==> config.mk <==
export PLATFORM = sky130hd
export DESIGN_NAME = wcs_sqrt
export DESIGN_NICKNAME = d
export VERILOG_FILES = /design/src/hdl/wcs_pkg.sv /design/src/hdl/wcs_sqrt.sv
export SDC_FILE = /design/constraint.sdc
export NUM_CORES = 1
export LEC_CHECK = 0
export BUFFER_PORTS_ARGS = -buffer_cell sky130_fd_sc_hd__buf_2
export CAP_MARGIN = 20
export CORE_UTILIZATION = 40
export CTS_BUF_LIST = sky130_fd_sc_hd__clkbuf_16
export CTS_CLUSTER_DIAMETER = 40
export DETAILED_ROUTE_END_ITERATION = 7
export GPL_TIMING_DRIVEN = 0
export PLACE_DENSITY = 0.58
export SYNTH_ARGS = -nofsm -noshare
export SYNTH_HDL_FRONTEND = slang
export SYNTH_SLANG_ARGS = --single-unit
export TNS_END_PERCENT = 20
==> constraint.sdc <==
create_clock -name aclk -period 7.2 [get_ports aclk]
set_input_delay 1.08 -clock aclk [delete_from_list [all_inputs] [get_ports aclk]]
set_output_delay 1.08 -clock aclk [all_outputs]
set_load 0.01 [all_outputs]
==> src/hdl/wcs_pkg.sv <==
// Shared types, constants and helpers for the windowed channel statistics core.
// No dependencies; imported by every module of the block.
package wcs_pkg;

    localparam int NUM_CHANNELS_DEF = 6;
    localparam int COUNT_BITS_DEF   = 16;
    localparam int CHAN_W           = 3;
    localparam int SAMPLE_W         = 32;
    localparam int TIME_W           = 48;
    localparam int STD_W            = 31;
    localparam int SQ_W             = 64;
    localparam int DIV_W            = 64;
    localparam int RAD_W            = 62;
    localparam int ROOT_W           = RAD_W / 2;

    localparam logic [SAMPLE_W-1:0] FLOOR_LOW   = 32'hFFA6_0000;
    localparam logic [SAMPLE_W-1:0] FLOOR_MINUS = 32'hFFFF_0000;
    localparam logic [SAMPLE_W-1:0] FLOOR_ZERO  = 32'h0000_0000;
    localparam logic [STD_W-1:0]    STD_MAX     = '1;
    localparam logic [31:0]         INTERVAL_RST = 32'd2000;

    typedef enum logic [3:0] {
        S_IDLE, S_SQ, S_ACC, S_TIME, S_LOAD, S_DIV1, S_MUL,
        S_MSQ, S_DIV2, S_VAR, S_SQRT, S_EMIT, S_WAIT
    } state_t;

    // Restart value of a channel's running maximum
    function automatic logic [SAMPLE_W-1:0] floor_of(input int ch);
        logic [SAMPLE_W-1:0] f;
        if (ch < 3) f = FLOOR_LOW;
        else if (ch == 3) f = FLOOR_MINUS;
        else f = FLOOR_ZERO;
        return f;
    endfunction

endpackage

==> src/hdl/wcs_sqrt.sv <==
// Iterative integer square root, one result bit per cycle.
// Depends on wcs_pkg.
module wcs_sqrt (
    input  logic                       aclk,
    input  logic                       aresetn,
    input  logic                       start,
    input  logic [wcs_pkg::RAD_W-1:0]  radicand,
    output logic                       done,
    output logic [wcs_pkg::ROOT_W-1:0] root
);
    import wcs_pkg::*;

    localparam int REM_W = ROOT_W + 4;
    localparam int CNT_W = $clog2(ROOT_W);

    logic [RAD_W-1:0]  rad_reg;
    logic [ROOT_W-1:0] root_reg;
    logic [REM_W-1:0]  rem_reg, shifted, trial;
    logic [CNT_W-1:0]  cnt_reg;
    logic              busy_reg, done_reg, ge;

    // Trial subtract for the next root bit
    always_comb begin
        shifted = {rem_reg[REM_W-3:0], rad_reg[RAD_W-1 -: 2]};
        trial   = {2'b00, root_reg, 2'b01};
        ge      = shifted >= trial;
    end

    always_ff @(posedge aclk) begin
        if (!aresetn) begin
            busy_reg <= 1'b0;
            done_reg <= 1'b0;
            cnt_reg  <= '0;
        end else begin
            done_reg <= 1'b0;
            if (start && !busy_reg) begin
                busy_reg <= 1'b1;
                cnt_reg  <= '0;
            end else if (busy_reg) begin
                cnt_reg <= cnt_reg + 1'b1;
                if (cnt_reg == CNT_W'(ROOT_W - 1)) begin
                    busy_reg <= 1'b0;
                    done_reg <= 1'b1;
                end
            end
        end
    end

    always_ff @(posedge aclk) begin
        if (start && !busy_reg) begin
            rad_reg  <= radicand;
            root_reg <= '0;
            rem_reg  <= '0;
        end else if (busy_reg) begin
            rad_reg  <= {rad_reg[RAD_W-3:0], 2'b00};
            rem_reg  <= ge ? shifted - trial : shifted;
            root_reg <= {root_reg[ROOT_W-2:0], ge};
        end
    end

    assign done = done_reg;
    assign root = root_reg;

endmodule

==> impl_metrics.env, run 1 <==
export IMPL_r2r_end="rem_reg[16]"
export IMPL_cp_endpoint="rem_reg[16]"
export IMPL_diodes=0
export IMPL_drive_gt1_share_pct=24.2
export IMPL_cts_resized=0
export IMPL_p_per_area_nw_per_um2=403
export IMPL_critical_path_depth=11
export IMPL_reg2reg_setup_slack_ns=3.77
export IMPL_syn_area_um2=7010
export IMPL_crit_fanout=10
export IMPL_fp_dieArea_um2=18100
export IMPL_max_slew_margin_rel_pct=57.1
export IMPL_reg2reg_depth=11
export IMPL_finalWirelength_um=17700
export IMPL_reg2reg_from="root[3]"
export IMPL_cts_clk_slew_worst_paths_ns=0.06
export IMPL_synth_edf_count=62
export IMPL_criticalPathCategory="register to register"
export IMPL_design_core_area_um2=17200
export IMPL_viasPerCell=5.38
export IMPL_finalNonFillerCells=1039
export IMPL_drt_pass1_iter_count=5
export IMPL_cpPeakStageDelay_ns=0.57
export IMPL_p_leak_nw=3.41
export IMPL_clk_latency_ns=0.42
export IMPL_avgSynthCellArea_um2=10.2
export IMPL_grt_first_pass_wirelength_um=28600
export IMPL_clock_skew_ns=0.00976
export IMPL_syn2layout_area_growth_pct=19.2
export IMPL_crit_buf_inv=2
export IMPL_final_cell_mix="buf_2, nand2_1, dfxtp_1"
export IMPL_gp_congestion=0.881
export IMPL_ys_flop_type="dfxtp_1"
export IMPL_layout_commonest_cell="buf_2"
export IMPL_clock_fmax_mhz=291
export IMPL_async_flop_share_pct=0
export IMPL_io_pins=97
export IMPL_hp_class="register to register"
export IMPL_rsz0062_at_grt="false"
export IMPL_crit_arrival_ns=3.72
export IMPL_ir_drop_mv=0.202
export IMPL_post_route_drc_count=0
export IMPL_grt_overflow_total=0
export IMPL_start_kind="register"
export IMPL_grtUsageTotal_pct=20.6
export IMPL_seq_area_frac_synth_pct=46.8
export IMPL_multi_input_area_um2=3410
export IMPL_cts_setup_buffers=0
export IMPL_ys_ff_latch=133
export IMPL_netlist_top_cell_by_area="edfxtp_1"
export IMPL_netlist_top_cells_area="edfxtp_1, dfxtp_1, mux2_2"
export IMPL_cp_common_cell="a21o_1"
export IMPL_dp_hpwl_um=12800
export IMPL_largest_reg_flops=62
export IMPL_cp_top_family="compound AO/OA/AOI/OAI gates"
export IMPL_cts_root_buffer_cell="clkbuf_16"
export IMPL_worstMarginPinSlew_ns=0.643
export IMPL_syn_inst=686
export IMPL_die_y_um=134
export IMPL_period_share_pct=47.7
export IMPL_status="finished clean"
export IMPL_rows=48
export IMPL_h_tree_depth=4
export IMPL_synth_cell_types=53
export IMPL_fillers=1611
export IMPL_worstPathRequired_ns=7.48
export IMPL_grt_start_max_net_pins=46
export IMPL_layout_nets=901
export IMPL_clock_path_buffers=2
export IMPL_total_power_mw=3.37
export IMPL_syn_num_nets=786
export IMPL_antenna_found_initial=0
export IMPL_cp_end_kind="register"
export IMPL_critPathLaunch="root[3]"
export IMPL_wl_per_cell_um=17.0
export IMPL_register_area_um2=3280
export IMPL_final_max_slew_viol_count=0
export IMPL_worst_path_max_delay_cell="a311oi_2"
export IMPL_cap_viol_max_count=0
export IMPL_io_buffer_count=95
export IMPL_drt_initial_drc_count=341
export IMPL_post_route_cell_area_um2=8360
export IMPL_vias=5586
export IMPL_initial_core_util_pct=40.7
export IMPL_fin_hold_ws_ns=0.475
export IMPL_fin_setup_tns_ns=0
export IMPL_final_hold_violation_count=0
export IMPL_finalSetupViolCount=0
export IMPL_cts_hold_buf=0
export IMPL_period_needed_ns=3.43
export IMPL_crit_chain="inv_1 > ha_1 > a21o_1 > a21o_1 > a311oi_2 > o32ai_1 > o21ai_4 > nand2_2 > buf_4 > mux2i_1 > o22ai_1"
export IMPL_grt_pass1_vias=5474
export IMPL_placed_cells=1007
export IMPL_cts_sinks=133
export IMPL_die_x_um=134
export IMPL_cts_inserted_buffers=17
export IMPL_synth_top_area_share_pct=26.5
export IMPL_synth_warnings=0
export IMPL_cts_tree="done"
export IMPL_ant_nets=0
export IMPL_place_area_um2=7790
[metal layers]
| metal | vias up | part of all wire (%) | GRT usage (%) |
|---|---|---|---|
| li1 | 2760 | - | - |
| met1 | 2648 | 47 | 27.4 |
| met2 | 156 | 46 | 32.4 |
| met3 | 22 | 5.3 | 4.80 |
| met4 | 0 | 1.8 | 8.05 |
| met5 | - | 0 | 0 |
[cell usage after synthesis (4+ instances only)]
library cell and n:
nor2_1 28, o21ai_0 47, o31ai_1 33, dfxtp_1 71, inv_1 47, ha_1 35, xnor2_1 17, edfxtp_1 62
mux2_2 60, nand3_1 12, a211oi_1 8, clkbuf_1 25, a32oi_1 13, nand2b_1 4, xor2_1 11, nand4_1 9
o21bai_1 5, a21o_1 11, a31oi_1 6, o211ai_1 4, mux2i_1 15, or4_1 4, and3_1 8, nand2_1 72
a21oi_1 36
[report_power, final]
group | internal, mW | switching [mW]
Sequential | 0.924 | 0.0772
Combinational | 0.645 | 0.877
Clock | 0.505 | 0.340
[kinds of logic (layout without fill, tap and decap cells)]
logic type      after synthesis  in the layout  share of synthesized area [%]
simple gates                152            152                           9.83
flops                       133            133                           46.8
xor+xnor                     28             28                           3.50
buf+inv                      80            208                           4.60
fa+ha+maj                    35             35                           6.24
mux                          75             75                           11.8
compound gates              183            183                           17.2
[cell type report]
class,instances,area share [%]
tap,225,3.37
clock buffer,17,5.09
sequential,133,39.3
timing repair buffer,96,5.93
multi-input combinational,473,40.8
inverter,47,2.11
buffer,33,1.75
clock inverter,15,1.71
[worst min path at each step]
stage | startpoint | end | slack (ns) | cells after the start
5_1_grt | root[22] | root[23] | 0.49 | 2
4_1_cts | rem_reg[0] | rem_reg[0] | 0.48 | 2
3_5_place_dp | root[24] | root[25] | 0.46 | 2
3_3_place_gp | cnt_reg[4] | busy_reg | 0.46 | 1
6_report | rem_reg[0] | rem_reg[0] | 0.47 | 2
2_1_floorplan | rem_reg[0] | rem_reg[0] | 0.44 | 2
[worst min-delay path: stages, from the launching register on]
cell and delay, ns:
dfxtp_1 0.33, nand2_1 0.06, o21ai_1 0.05
[metrics by stage]
step                utilization [%]  setup WS (ns)
floorplan                         -           4.15
global placement               45.1           3.22
detailed placement             45.2           3.75
CTS                            48.5           3.74
global route                   48.5           3.47
finish                         48.5           3.77
Note: power is estimated with default switching activity, not from simulation.
==> run 2: changes to the inputs <==
Settings changed: PLACE_DENSITY 0.58 to 0.6.
Clock period 7.2 ns to 3.03 ns, I/O delays scaled along.
==> impl_metrics.env, run 2 (synthesized netlist as in run 1, its figures left out) <==
export IMPL_status="finished clean"
export IMPL_start_kind="register"
export IMPL_clk_latency_ns=0.42
export IMPL_diodes=0
export IMPL_crit_arrival_ns=3.24
export IMPL_grt_first_pass_wirelength_um=27800
export IMPL_p_leak_nw=3.44
export IMPL_placed_cells=1007
export IMPL_layout_nets=906
export IMPL_ir_drop_mv=0.510
export IMPL_die_x_um=134
export IMPL_die_y_um=134
export IMPL_cap_viol_max_count=0
export IMPL_viasPerCell=5.40
export IMPL_fp_dieArea_um2=18100
export IMPL_worstMarginPinSlew_ns=0.667
export IMPL_cts_root_buffer_cell="clkbuf_16"
export IMPL_final_hold_violation_count=0
export IMPL_io_pins=97
export IMPL_largest_reg_flops=62
export IMPL_worstPathRequired_ns=3.40
export IMPL_final_cell_mix="buf_2, nand2_1, dfxtp_1"
export IMPL_reg2reg_setup_slack_ns=0.16
export IMPL_clock_fmax_mhz=349
export IMPL_cts_sinks=133
export IMPL_cp_end_kind="register"
export IMPL_total_power_mw=8.24
export IMPL_io_buffer_count=95
export IMPL_drive_gt1_share_pct=27.0
export IMPL_reg2reg_depth=11
export IMPL_finalNonFillerCells=1044
export IMPL_wl_per_cell_um=16.8
export IMPL_cp_endpoint="rem_reg[25]"
export IMPL_cts_inserted_buffers=17
export IMPL_period_share_pct=94.7
export IMPL_drt_pass1_iter_count=5
export IMPL_antenna_found_initial=0
export IMPL_vias=5640
export IMPL_cts_clk_slew_worst_paths_ns=0.06
export IMPL_h_tree_depth=4
export IMPL_grt_pass1_vias=5436
export IMPL_grt_overflow_total=0
export IMPL_reg2reg_from="root[5]"
export IMPL_fillers=1587
export IMPL_finalSetupViolCount=0
export IMPL_p_per_area_nw_per_um2=968
export IMPL_rows=48
export IMPL_max_slew_margin_rel_pct=55.6
export IMPL_crit_fanout=8
export IMPL_grtUsageTotal_pct=19.9
export IMPL_initial_core_util_pct=40.7
export IMPL_critPathLaunch="root[5]"
export IMPL_grt_start_max_net_pins=42
export IMPL_post_route_drc_count=0
export IMPL_dp_hpwl_um=12700
export IMPL_cts_tree="done"
export IMPL_clock_path_buffers=2
export IMPL_criticalPathCategory="register to register"
export IMPL_period_needed_ns=2.87
export IMPL_final_max_slew_viol_count=0
export IMPL_hp_class="primary input to register"
export IMPL_finalWirelength_um=17600
export IMPL_syn2layout_area_growth_pct=21.4
export IMPL_ant_nets=0
export IMPL_r2r_end="rem_reg[25]"
export IMPL_cts_hold_buf=0
export IMPL_clock_skew_ns=0.00605
export IMPL_gp_congestion=0.898
export IMPL_design_core_area_um2=17200
export IMPL_layout_commonest_cell="buf_2"
export IMPL_drt_initial_drc_count=320
==> run 2: cell types whose count changed in the layout (fill, tap and decap cells not counted), sizes merged <==
cell,before,now
inv,51,50
bufinv,2,1
clkinv,5,7
buf,104,109
==> run 2: cell type report <==
type / count / area (um2) / area share (%)
flip-flops and latches: 133 / 3280 / 38.5
inverters: 47 / 176 / 2.07
well taps: 225 / 282 / 3.31
clock inverters: 15 / 131 / 1.54
multi-input cells: 473 / 3530 / 41.5
plain buffers: 31 / 139 / 1.63
repair buffers: 103 / 548 / 6.43
clock buffers: 17 / 425 / 4.99
==> run 2: how the worst min path moves through the flow <==
stage | start | to | cells past startpoint
6_report | aresetn | busy_reg | 3
5_1_grt | aresetn | busy_reg | 3
4_1_cts | aresetn | busy_reg | 3
3_5_place_dp | root[25] | root[26] | 2
3_3_place_gp | rem_reg[0] | rem_reg[0] | 2
2_1_floorplan | rem_reg[0] | rem_reg[0] | 2
==> run 2: stage by stage <==
step                util, %  cell area (um2)  setup WS [ns]  TNS, ns  hold slack, ns
floorplan                 -             7010          0.259        0           0.443
global placement       45.1             7770         -0.376   -17.24           0.455
detailed placement     45.2             7790         -0.341    -5.38           0.464
CTS                    48.8             8400         0.0274        0           0.269
global route           49.4             8520        -0.0154  -0.0154           0.289
finish                 49.4             8520          0.161        0           0.286
==> run 2: report_power, final <==
| group | switching [mW] | internal [mW] | total, mW |
|---|---|---|---|
| sequential | 0.193 | 2.20 | 2.39 |
| combinational | 2.19 | 1.73 | 3.92 |
| clock | 0.810 | 1.13 | 1.94 |
| total | 3.19 | 5.05 | 8.24 |
==> run 2: metal layers <==
layer	vias up	global-route usage, %	part of all wire, %
li1	2770	-	-
met1	2656	26.1	47
met2	182	32.3	46
met3	32	4.57	5.7
met4	0	6.62	2.0
met5	-	0	0
==> run 2: what timing repair did <==
action / 4_1_cts / 5_1_grt
hold endpoints to repair: 0 / 0
setup endpoints to repair: 31 / 27
gates resized for setup: 6 / 18
pin swaps: 3 / 3
buffers inserted: 5 / 2
==> run 2: critical path, cell delays in order, from the launching register on <==
cell,delay (ns)
dfxtp_1,0.34
inv_1,0.07
ha_1,0.44
nand4_1,0.22
a211oi_2,0.26
a311oi_4,0.10
buf_4,0.19
o31ai_4,0.29
a211oi_1,0.18
or4_1,0.43
a31o_2,0.25
nand2_1,0.05
