<file path="src/hdl/wcs_pkg.sv">
// Shared types, constants and helpers for the windowed channel statistics core.
// No dependencies; imported by every module of the block.
package wcs_pkg;

    localparam int NUM_CHANNELS_DEF = 6;
    localparam int COUNT_BITS_DEF   = 16;
    localparam int CHAN_W           = 3;
    localparam int SAMPLE_W         = 32;
    localparam int TIME_W           = 48;
    localparam int STD_W            = 31;
    localparam int SQ_W             = 64;
    localparam int DIV_W            = 64;
    localparam int RAD_W            = 62;
    localparam int ROOT_W           = RAD_W / 2;

    localparam logic [SAMPLE_W-1:0] FLOOR_LOW   = 32'hFFA6_0000;
    localparam logic [SAMPLE_W-1:0] FLOOR_MINUS = 32'hFFFF_0000;
    localparam logic [SAMPLE_W-1:0] FLOOR_ZERO  = 32'h0000_0000;
    localparam logic [STD_W-1:0]    STD_MAX     = '1;
    localparam logic [31:0]         INTERVAL_RST = 32'd2000;

    typedef enum logic [3:0] {
        S_IDLE, S_SQ, S_ACC, S_TIME, S_LOAD, S_DIV1, S_MUL,
        S_MSQ, S_DIV2, S_VAR, S_SQRT, S_EMIT, S_WAIT
    } state_t;

    // Restart value of a channel's running maximum
    function automatic logic [SAMPLE_W-1:0] floor_of(input int ch);
        logic [SAMPLE_W-1:0] f;
        if (ch < 3) f = FLOOR_LOW;
        else if (ch == 3) f = FLOOR_MINUS;
        else f = FLOOR_ZERO;
        return f;
    endfunction

endpackage

</file>
<file path="src/hdl/wcs_div.sv">
// Iterative restoring divider, one quotient bit per cycle.
// Depends on wcs_pkg.
module wcs_div #(
    parameter int COUNT_BITS = wcs_pkg::COUNT_BITS_DEF
) (
    input  logic                      aclk,
    input  logic                      aresetn,
    input  logic                      start,
    input  logic [wcs_pkg::DIV_W-1:0] dividend,
    input  logic [COUNT_BITS-1:0]     divisor,
    output logic                      done,
    output logic [wcs_pkg::DIV_W-1:0] quotient,
    output logic [COUNT_BITS-1:0]     remainder
);
    import wcs_pkg::*;

    localparam int CNT_W = $clog2(DIV_W);

    logic [DIV_W-1:0]      work_reg;
    logic [COUNT_BITS-1:0] rem_reg, dvs_reg, rem_next;
    logic [CNT_W-1:0]      cnt_reg;
    logic                  busy_reg, done_reg;
    logic [COUNT_BITS:0]   shifted, diff;
    logic                  ge;

    // One shift-subtract step
    always_comb begin
        shifted  = {rem_reg, work_reg[DIV_W-1]};
        diff     = shifted - {1'b0, dvs_reg};
        ge       = shifted >= {1'b0, dvs_reg};
        rem_next = ge ? diff[COUNT_BITS-1:0] : shifted[COUNT_BITS-1:0];
    end

    // Sequence the steps
    always_ff @(posedge aclk) begin
        if (!aresetn) begin
            busy_reg <= 1'b0;
            done_reg <= 1'b0;
            cnt_reg  <= '0;
        end else begin
            done_reg <= 1'b0;
            if (start && !busy_reg) begin
                busy_reg <= 1'b1;
                cnt_reg  <= '0;
            end else if (busy_reg) begin
                cnt_reg <= cnt_reg + 1'b1;
                if (cnt_reg == CNT_W'(DIV_W - 1)) begin
                    busy_reg <= 1'b0;
                    done_reg <= 1'b1;
                end
            end
        end
    end

    // Hold operands and shift quotient bits in
    always_ff @(posedge aclk) begin
        if (start && !busy_reg) begin
            work_reg <= dividend;
            dvs_reg  <= divisor;
            rem_reg  <= '0;
        end else if (busy_reg) begin
            work_reg <= {work_reg[DIV_W-2:0], ge};
            rem_reg  <= rem_next;
        end
    end

    assign done      = done_reg;
    assign quotient  = work_reg;
    assign remainder = rem_reg;

endmodule

</file>
<file path="config.mk">
export PLATFORM = sky130hd
export DESIGN_NAME = wcs_div
export DESIGN_NICKNAME = d
export VERILOG_FILES = /design/src/hdl/wcs_pkg.sv /design/src/hdl/wcs_div.sv
export SDC_FILE = /design/constraint.sdc
export NUM_CORES = 1
export LEC_CHECK = 0
export ABC_CLOCK_PERIOD_IN_PS = 7400
export BUFFER_PORTS_ARGS = -buffer_cell sky130_fd_sc_hd__buf_2
export CAP_MARGIN = 20
export CORE_ASPECT_RATIO = 1.2
export CORE_MARGIN = 2
export CORE_UTILIZATION = 39
export DETAILED_ROUTE_END_ITERATION = 16
export MAX_ROUTING_LAYER = met4
export PLACE_DENSITY_LB_ADDON = 0.15
export SLEW_MARGIN = 10
export SYNTH_ARGS = -nofsm -noshare
export SYNTH_HDL_FRONTEND = slang
export SYNTH_SLANG_ARGS = --single-unit
</file>
<file path="constraint.sdc">
create_clock -name aclk -period 7.4 [get_ports aclk]
set_input_delay 1.85 -clock aclk [delete_from_list [all_inputs] [get_ports aclk]]
set_output_delay 1.85 -clock aclk [all_outputs]
set_load 0.03 [all_outputs]
</file>
==> results.md, run 1 <==
- Drt first pass iters: 4
- CP startpoint kind: input port
- Die area: around 0.014 sq mm
- Cell Count Post-Placement: around 730
- Final hold viol count: 0
- Final worst slack: ~3800 ps
- Final non-filler cell total: 750
- Post-placement cell area: approximately 0.006 sq mm
- Grt met1 use: 0.210
- Top-area cell type share of the netlist area: 0.462
- Power per cell area: 326 mW/mm^2
- CP peak stage delay: slightly above 700 ps
- GRT Total Usage: 0.181
- Post-route minimum period: 3620 ps
- CP Capture Type: flop
- Hold depth: 2
- Register area: ~0.0029 sq mm
- Max reg flops: 64
- Vias in the first global route: a little under 4,000
- FF+latch count, synth: about 100
- TritonCTS Sinks: roughly 100
- Final Max Slew Viols: 0
- Fillers: around 1,200
- Most used routing layer: met2
- Drt initial violations: between 150 and 200
- CTS tree: built
- Antenna violations before repair: 0
- Post-Synth Simple-Gate Area: 0.0919
- Lkg Pwr: roughly 2.7 nW
- Worst-path maximum fanout: 60
- Initial Util: 0.396
- Final instance area: about 0.0065 sq mm
- Peak VDD IR: around 0.00016 V
- Max-cap violations: 0
- Final setup fails: 0
- Fraction of layout cells with a size suffix above 1: 0.442
- # DRC: 0
- Synth warnings: 0
- Multiplexer share of the synthesized area: 0.142
- Reg2reg path depth: 7
- Clk_skew: 7.99 ps
- Area grow syn2layout: 24.1%
- Flop2flop setup slack: ~4700 ps
- Slew HR: 0.446
- Routed Antenna Nets: 0
- Req. time, crit path: approximately 7500 ps
- Total CTS buffers: 9
- CTS Buffer Depth: 2
- Post-Synth Adder-Cell Area: 0.0447
- Sequential area share after synthesis: 0.554
- Xor/xnor cell area share of the yosys netlist: 0.0236
- Syn avg cell area: 12.5 sq um
- Top_reg_cell synth: edfxtp_1
- Reg-to-Reg End: quotient[0]
- Setup WS pre-CTS: 3360 ps
- Worst setup path class: input port to flop
- Global route overflow: 0
- Most frequent cells after synthesis: edfxtp_1 (80), mux2_2 (64), nand2_1 (39), dfxtp_1 (24), inv_1 (20)
- Core Region: 0.0131 sq mm
- CP Cell Sequence: buf_2, nor2b_4, buf_4, mux2_2
- Io pins: approximately 160
- H-tree depth: 3
- Die Wd: roughly 110 um
- Hold Path Origin: cnt_reg[5]
- Hold EP: cnt_reg[5]
- Syn Inst Count: ~420
- Hold_buf cts: 0
- Final worst path period share: 0.489
- DR vias: 3,857
- Area of the multi-input gates: approximately 0.0021 sq mm
- First-pass GRT wire length: 19,100 um
- Largest family of logic cells by synthesized area: multiplexers
- Outcome: completed
- Async SR Flop Fraction: 0
- Distinct cells, synth: 55
- CTS Root Buffer Type: clkbuf_16
- Worst Tran Pin Value: 832 ps
- Synthesized area: between 0.005 and 0.006 sq mm
- Row Count: between 40 and 50
- Worst hold slack: 506 ps
- Synth area leader: edfxtp_1
- Hold Path Class: flop to flop
- GP Congestion: a little over 0.9
- Max Freq: 276 MHz
- Top post-synthesis cells by area: edfxtp_1 (46%), mux2_2 (14%), dfxtp_1 (9.2%)
- Die Y: between 100 and 150 um
- EDFF count, synth: 80
- Post-DR wirelength/cell: between 15 and 20 um
- Final HPWL DP: 8900 um
- Total wire length: ~12,000 um
- I/O Buffers: around 160
- Crit path DAT: roughly 3700 ps
- Top-count cell post-synth: edfxtp_1
- Compound-cell area share of the yosys netlist: 0.109
- Met3 usage: 0.0461
- Post-CTS setup buffers: 0
- Reg2reg start: remainder[7]
- CTS clk-pin slew, worst paths: about 70 ps
- RSZ-0062 raised after global routing: no
- Met2 usage: 0.296
- Post-cts sizing count: 0
- Nets@finish: 677
- CP max-delay cell: buf_4
- Syn nets: about 520
- Vias per cell: ~5.1
- TNS Setup: 0 ps
- Worst-Skew Late Latency: 350 ps
- Largest net degree at the start of global routing: 65
## metrics by stage
stage                     power [mW]   util
after floorplan                 1.43      -
after global placement          1.63  0.470
after detailed placement        1.64  0.470
after CTS                       2.13  0.492
after global routing            2.23  0.492
final                           2.11  0.492
## layout by cell type, fill, tap and decap left out, types with 9 or more instances in the layout
cell type	count
a21oi_1	15
buf_2	163
clkbuf_16	9
dfxtp_1	24
edfxtp_1	80
ha_1	17
inv_1	19
mux2_2	64
nand2_1	39
nor2_1	19
o211ai_1	17
o21ai_0	10
## worst max path at each step
stage,slack [ps],cells after the start,from,endpoint
4_1_cts,3760,4,start,quotient[22]
3_3_place_gp,3450,4,start,quotient[25]
2_1_floorplan,3570,3,start,quotient[0]
5_1_grt,3660,4,start,quotient[61]
6_report,3780,4,start,quotient[22]
3_5_place_dp,3360,4,start,quotient[22]
## cell families (layout without fill, tap and decap cells)
family / count (synthesis) / in the layout
adder cells (fa/ha/maj): 18 / 18
buffers and inverters: 39 / 203
other: 0 / 1
XOR/XNOR: 14 / 14
AO/OA/AOI/OAI: 77 / 77
multiplexers: 66 / 66
flip-flops: 104 / 104
AND/OR/NAND/NOR: 99 / 99
## metal layers
metal / wire length [um] / share of wire / up-vias
met5: 0 / 0 / -
met4: 134 / 0.011 / 0
met3: 845 / 0.069 / 7
met2: 6270 / 0.51 / 118
met1: 5060 / 0.41 / 1854
li1: - / - / 1878
## area by class of cell
class | count | share of cell area
diodes | 1 | 0.000388
repair buffers | 167 | 0.131
flip-flops and latches | 104 | 0.447
clock buffers | 12 | 0.0366
inverters | 20 | 0.0116
clock inverters | 4 | 0.00814
multi-input cells | 274 | 0.333
well taps | 168 | 0.0326
## critical path: cells and delay by family
kind	cells	cell delay, ps
and+or+nand+nor	1	570
buffers and inverters	2	810
muxes	1	410
## power by group
group	internal (mW)	total (mW)	switching, mW
clock network	0.265	0.478	0.213
registers	0.739	0.811	0.0720
logic	0.296	0.816	0.520
Note: power is estimated with default switching activity, not from simulation.
==> run 2, diff against run 1 <==
- ABC_CLOCK_PERIOD_IN_PS: 7400 -> 3100
- clock period: 7.4 -> 3.1 ns (I/O delays scaled with it)
==> run 2 against run 1 <==
- register-to-register slack got worse by 4200 ps
- largest cell class unchanged
- clock skew rose by 1.0 ps
- die area stayed put
- via count up 0.70%
- cell count grew 0.13%
- critical path type is now flop to flop
- combinational power is 140% higher
- core utilization up 0.27 points
- hold slack better by 1.9 ps
==> results.md, run 2 (synthesis results as in run 1) <==
- Row Count: 46
- Outcome: completed
- Hold EP: cnt_reg[5]
- Req. time, crit path: approximately 3200 ps
- CP max-delay cell: ha_1
- Peak VDD IR: around 0.00036 V
- Routed Antenna Nets: 0
- Power per cell area: about 780 mW/mm^2
- Worst setup path class: flop to flop
- Crit path DAT: between 2000 and 3000 ps
- CP peak stage delay: ~400 ps
- Slew HR: 0.611
- Max reg flops: 64
- I/O Buffers: 163
- Worst-path maximum fanout: 15
- Largest net degree at the start of global routing: 57
- Die area: approximately 0.014 sq mm
- Die Y: about 130 um
- First-pass GRT wire length: 19,800 um
- Post-cts sizing count: 0
- Antenna violations before repair: 1
- Fraction of layout cells with a size suffix above 1: 0.448
- CP Cell Sequence: ha_1, a21oi_2, o21ai_1, a21o_1, o31ai_2, nand2_2, mux2_2
- Reg-to-Reg End: quotient[0]
- CTS Buffer Depth: 2
- CTS clk-pin slew, worst paths: approximately 70 ps
- Nets@finish: 678
- Vias per cell: between 5 and 6
- Vias in the first global route: between 4,000 and 5,000
- Initial Util: 0.396
- Total CTS buffers: 9
- Worst Tran Pin Value: just under 600 ps
- # DRC: 0
- Flop2flop setup slack: around 530 ps
- Hold depth: 2
- CTS tree: built
- Most common cell after layout, fill and taps aside: buf_2
- Area grow syn2layout: 24.7%
- TritonCTS Sinks: about 100
- Final Max Slew Viols: 0
- Register area: between 0.002 and 0.003 sq mm
- Reg2reg path depth: 7
- Area of the multi-input gates: around 0.0021 sq mm
- CP bufs+invs: 0
- CTS Root Buffer Type: clkbuf_16
- Hold_buf cts: 0
- H-tree depth: 3
- Worst-Skew Late Latency: 360 ps
- GP Congestion: about 0.87
- Post-route minimum period: approximately 2600 ps
- Final hold viol count: 0
- Drt first pass iters: 4
- Final setup fails: 0
- Worst setup startpoint: remainder[7]
- Fillers: 1,233
- Fin util: 0.495
- Post-CTS setup buffers: 0
- Most frequent cells in the layout: buf_2 (163), edfxtp_1 (80), mux2_2 (64), nand2_1 (39), dfxtp_1 (24)
- PnR Total Power: around 5.0 mW
- Global route overflow: 0
- Die Wd: 109 um
- RSZ-0062 raised after global routing: no
- DR vias: roughly 3,900
- Final HPWL DP: between 9000 and 10,000 um
- CP startpoint kind: flop
- CP Capture Type: flop
- Hold Path Class: flop to flop
- Final worst path period share: 0.829
- TNS Setup: 0 ps
- Drt initial violations: 192
- CP top delay family: compound AO/OA/AOI/OAI gates
- Clk_skew: about 9.0 ps
- Io pins: 164
- Reg2reg start: remainder[7]
- Hold Path Origin: cnt_reg[5]
- Max Freq: between 300 and 400 MHz
- Core Region: 0.0131 sq mm
- GRT Total Usage: 0.189
- Max-cap violations: 0
- Post-DR wirelength/cell: ~17 um
- Total wire length: between 10,000 and 15,000 um
- Lkg Pwr: roughly 2.8 nW
-- run 2: cell count changes in the layout (fill, tap and decap cells not counted), sizes merged --
cell,previous run,this run
clkbuf,12,10
clkinv,1,3
buf,167,168
bufinv,1,0
clkinvlp,0,1
-- run 2: metrics by stage --
stage | hold slack (ps) | instances | instance area (sq um) | setup slack [ps]
after floorplan | 458 | 417 | 5200 | 347
after CTS | 515 | 750 | 6490 | 505
after global routing | 544 | 751 | 6490 | 349
after detailed placement | 506 | 734 | 6200 | 520
after global placement | 467 | 734 | 6200 | 546
final | 508 | 751 | 6490 | 531
-- run 2: worst max path at each step --
stage / end / slack, ps / cells past startpoint
5_1_grt: quotient[0] / 350 / 7
3_3_place_gp: quotient[0] / 550 / 8
6_report: quotient[0] / 530 / 7
2_1_floorplan: quotient[0] / 350 / 3
3_5_place_dp: quotient[0] / 520 / 7
4_1_cts: quotient[0] / 500 / 7
-- run 2: metal layers --
layer,track usage,up-vias,routed length [um]
met1,0.217,1864,5180
met3,0.0491,20,751
met2,0.309,110,6610
met5,-,-,0
li1,-,1890,-
met4,0.0894,0,299
-- run 2: where the power goes --
part	switching, mW	internal, mW
registers	0.169	1.76
clock network	0.539	0.580
logic	1.27	0.715
total	1.98	3.06
-- run 2: layout make-up --
class | instances | area share
Antenna cell | 1 | 0.000386
Clock buffer | 10 | 0.0368
Clock inverter | 6 | 0.00810
Inverter | 20 | 0.0116
Multi-Input combinational cell | 274 | 0.331
Sequential cell | 104 | 0.444
Tap cell | 168 | 0.0324
Timing Repair Buffer | 168 | 0.135
-- run 2: tightest hold or removal path: cells and delay by family (launching register included) --
family	cells	cell delay [ps]
DFF	1	320
AOI/OAI and AO/OA	2	130
==> run 3, diff against run 2 <==
- ABC_CLOCK_PERIOD_IN_PS: 3100 -> 2300
- clock period: 3.1 -> 2.3 ns (I/O delays scaled with it)
==> run 3 against run 2 <==
- clock-buffer cell count grew 1
- non-clock buffer count is 36 higher
- first-iteration DRC count down 38%
- maximum frequency is 17% higher
- die area stayed put
- clock skew decreased by 2.4 ps
- flip-flop and latch count did not move
- via count rose by 3.3%
- total power rose by 47%
- clock power grew 43%
- cell area rose by 5.9%
- critical path type unchanged
- critical endpoint is now remainder[7]
- largest power group unchanged
- highest routed layer unchanged
==> results.md, run 3 (synthesis results as in run 1) <==
- Antenna diode count: 0
- Reg2reg start: dvs_reg[4]
- Final worst slack: between 100 and 150 ps
- CP Capture Type: flop
- Row Count: between 40 and 50
- Slew HR: 0.453
- Largest net degree at the start of global routing: ~70
- Cell Count Post-Placement: approximately 770
- Total wire length: ~13,000 um
- Max reg flops: 64
- Max Freq: ~460 MHz
- Final worst path period share: 0.955
- Max-cap violations: 0
- Crit path DAT: roughly 2400 ps
- Die area: between 0.01 and 0.015 sq mm
- Area of the multi-input gates: 0.00225 sq mm
- # DRC: 0
- CTS Buffer Depth: 2
- Final instance area: around 0.0069 sq mm
- CTS clk-pin slew, worst paths: 70 ps
- GP Congestion: 0.884
- Reg-to-Reg End: remainder[7]
- Core Region: about 0.013 sq mm
- Final setup fails: 0
- Fillers: between 1,000 and 1,500
- Final HPWL DP: roughly 9500 um
- H-tree depth: 3
- Reg2reg path depth: 9
- Post-placement cell area: between 0.006 and 0.007 sq mm
- Worst-Skew Late Latency: about 350 ps
- Drt first pass iters: 4
- PnR Total Power: 7.38 mW
- Hold depth: 1
- Vias in the first global route: 4,061
- Worst-path maximum fanout: 6
- Outcome: completed
- Fraction of layout cells with a size suffix above 1: 0.502
- CTS Root Buffer Type: clkbuf_16
- CTS tree: built
- RSZ-0062 raised after global routing: yes
- Io pins: 164
- Peak VDD IR: ~0.0005 V
- DR vias: ~4,000
- Most frequent cells in the layout: buf_2 (163), edfxtp_1 (80), mux2_2 (64), buf_4 (40), nand2_1 (39)
- Antenna violations before repair: 0
- Setup WS pre-CTS: roughly 26 ps
- Initial Util: 0.396
- Final non-filler cell total: slightly below 800
- Lkg Pwr: between 2 and 3 nW
- I/O Buffers: around 160
- Hold_buf cts: 0
- Worst Tran Pin Value: 820 ps
- Power per cell area: roughly 1100 mW/mm^2
- Register area: 0.00289 sq mm
- Final Max Slew Viols: 0
- Final hold viol count: 0
- Fin util: 0.524
- Post-DR wirelength/cell: 16.5 um
- Die Wd: about 110 um
- Drt initial violations: ~120
- TNS Setup: 0 ps
- Worst setup path class: flop to flop
- Total CTS buffers: 9
- Hold Path Class: input port to flop
- Clk_skew: 6.60 ps
- Post-route minimum period: roughly 2200 ps
- Die Y: around 130 um
- Req. time, crit path: 2520 ps
- Global route overflow: 0
- Routed Antenna Nets: 0
- GRT Total Usage: 0.189
- Hold EP: dvs_reg[4]
- TritonCTS Sinks: 104
- Worst hold slack: roughly 400 ps
- Flop2flop setup slack: around 100 ps
- CP startpoint kind: flop
- Hold Path Origin: divisor[4]
- Most common cell after layout, fill and taps aside: buf_2
- Nets@finish: between 700 and 800
- Area grow syn2layout: 32.1%
- Vias per cell: 5.10
- First-pass GRT wire length: about 20,000 um
## run 3: where the power goes
part | leakage [nW] | internal, mW | total [mW] | switching [mW]
Sequential | 0.994 | 2.38 | 2.59 | 0.204
Combinational | 1.81 | 1.31 | 3.19 | 1.88
Clock | 0.144 | 0.887 | 1.60 | 0.715
## run 3: worst max-delay path by stage
stage | startpoint | to | cells after the start
final | dvs_reg[4] | remainder[7] | 9
after global routing | dvs_reg[4] | remainder[7] | 9
after CTS | dvs_reg[6] | remainder[13] | 8
after detailed placement | dvs_reg[6] | remainder[13] | 8
after global placement | dvs_reg[8] | remainder[10] | 8
after floorplan | quotient[63] | remainder[10] | 9
## run 3: metal layers
metal / vias up / part of all wire / wire [um] / global-route usage
met4: 0 / 0.023 / 303 / 0.0715
met2: 136 / 0.51 / 6600 / 0.303
li1: 1950 / - / - / -
met3: 21 / 0.064 / 832 / 0.0561
met1: 1905 / 0.41 / 5270 / 0.225
met5: - / 0 / 0 / -
## run 3: layout make-up
| cell class | count | share of cell area |
|---|---|---|
| Clock buffer | 11 | 0.0353 |
| Sequential cell | 104 | 0.420 |
| Multi-Input combinational cell | 275 | 0.328 |
| Clock inverter | 5 | 0.00947 |
| Inverter | 20 | 0.0115 |
| Timing Repair Buffer | 204 | 0.165 |
| Tap cell | 168 | 0.0306 |
## run 3: repair_timing
action | 4_1_cts | 5_1_grt
endpoints found under the setup margin | 0 | 15
buffers inserted | 0 | 4
gates resized for setup | 0 | 14
## run 3: worst max-delay path, stage by stage, from the launching register on
cell and delay [ps]:
edfxtp_1 320, inv_1 40, ha_1 330, nand2_1 180
a211oi_1 90, o21a_2 260, o31a_4 400, buf_4 160
o211ai_1 170, o211ai_1 110
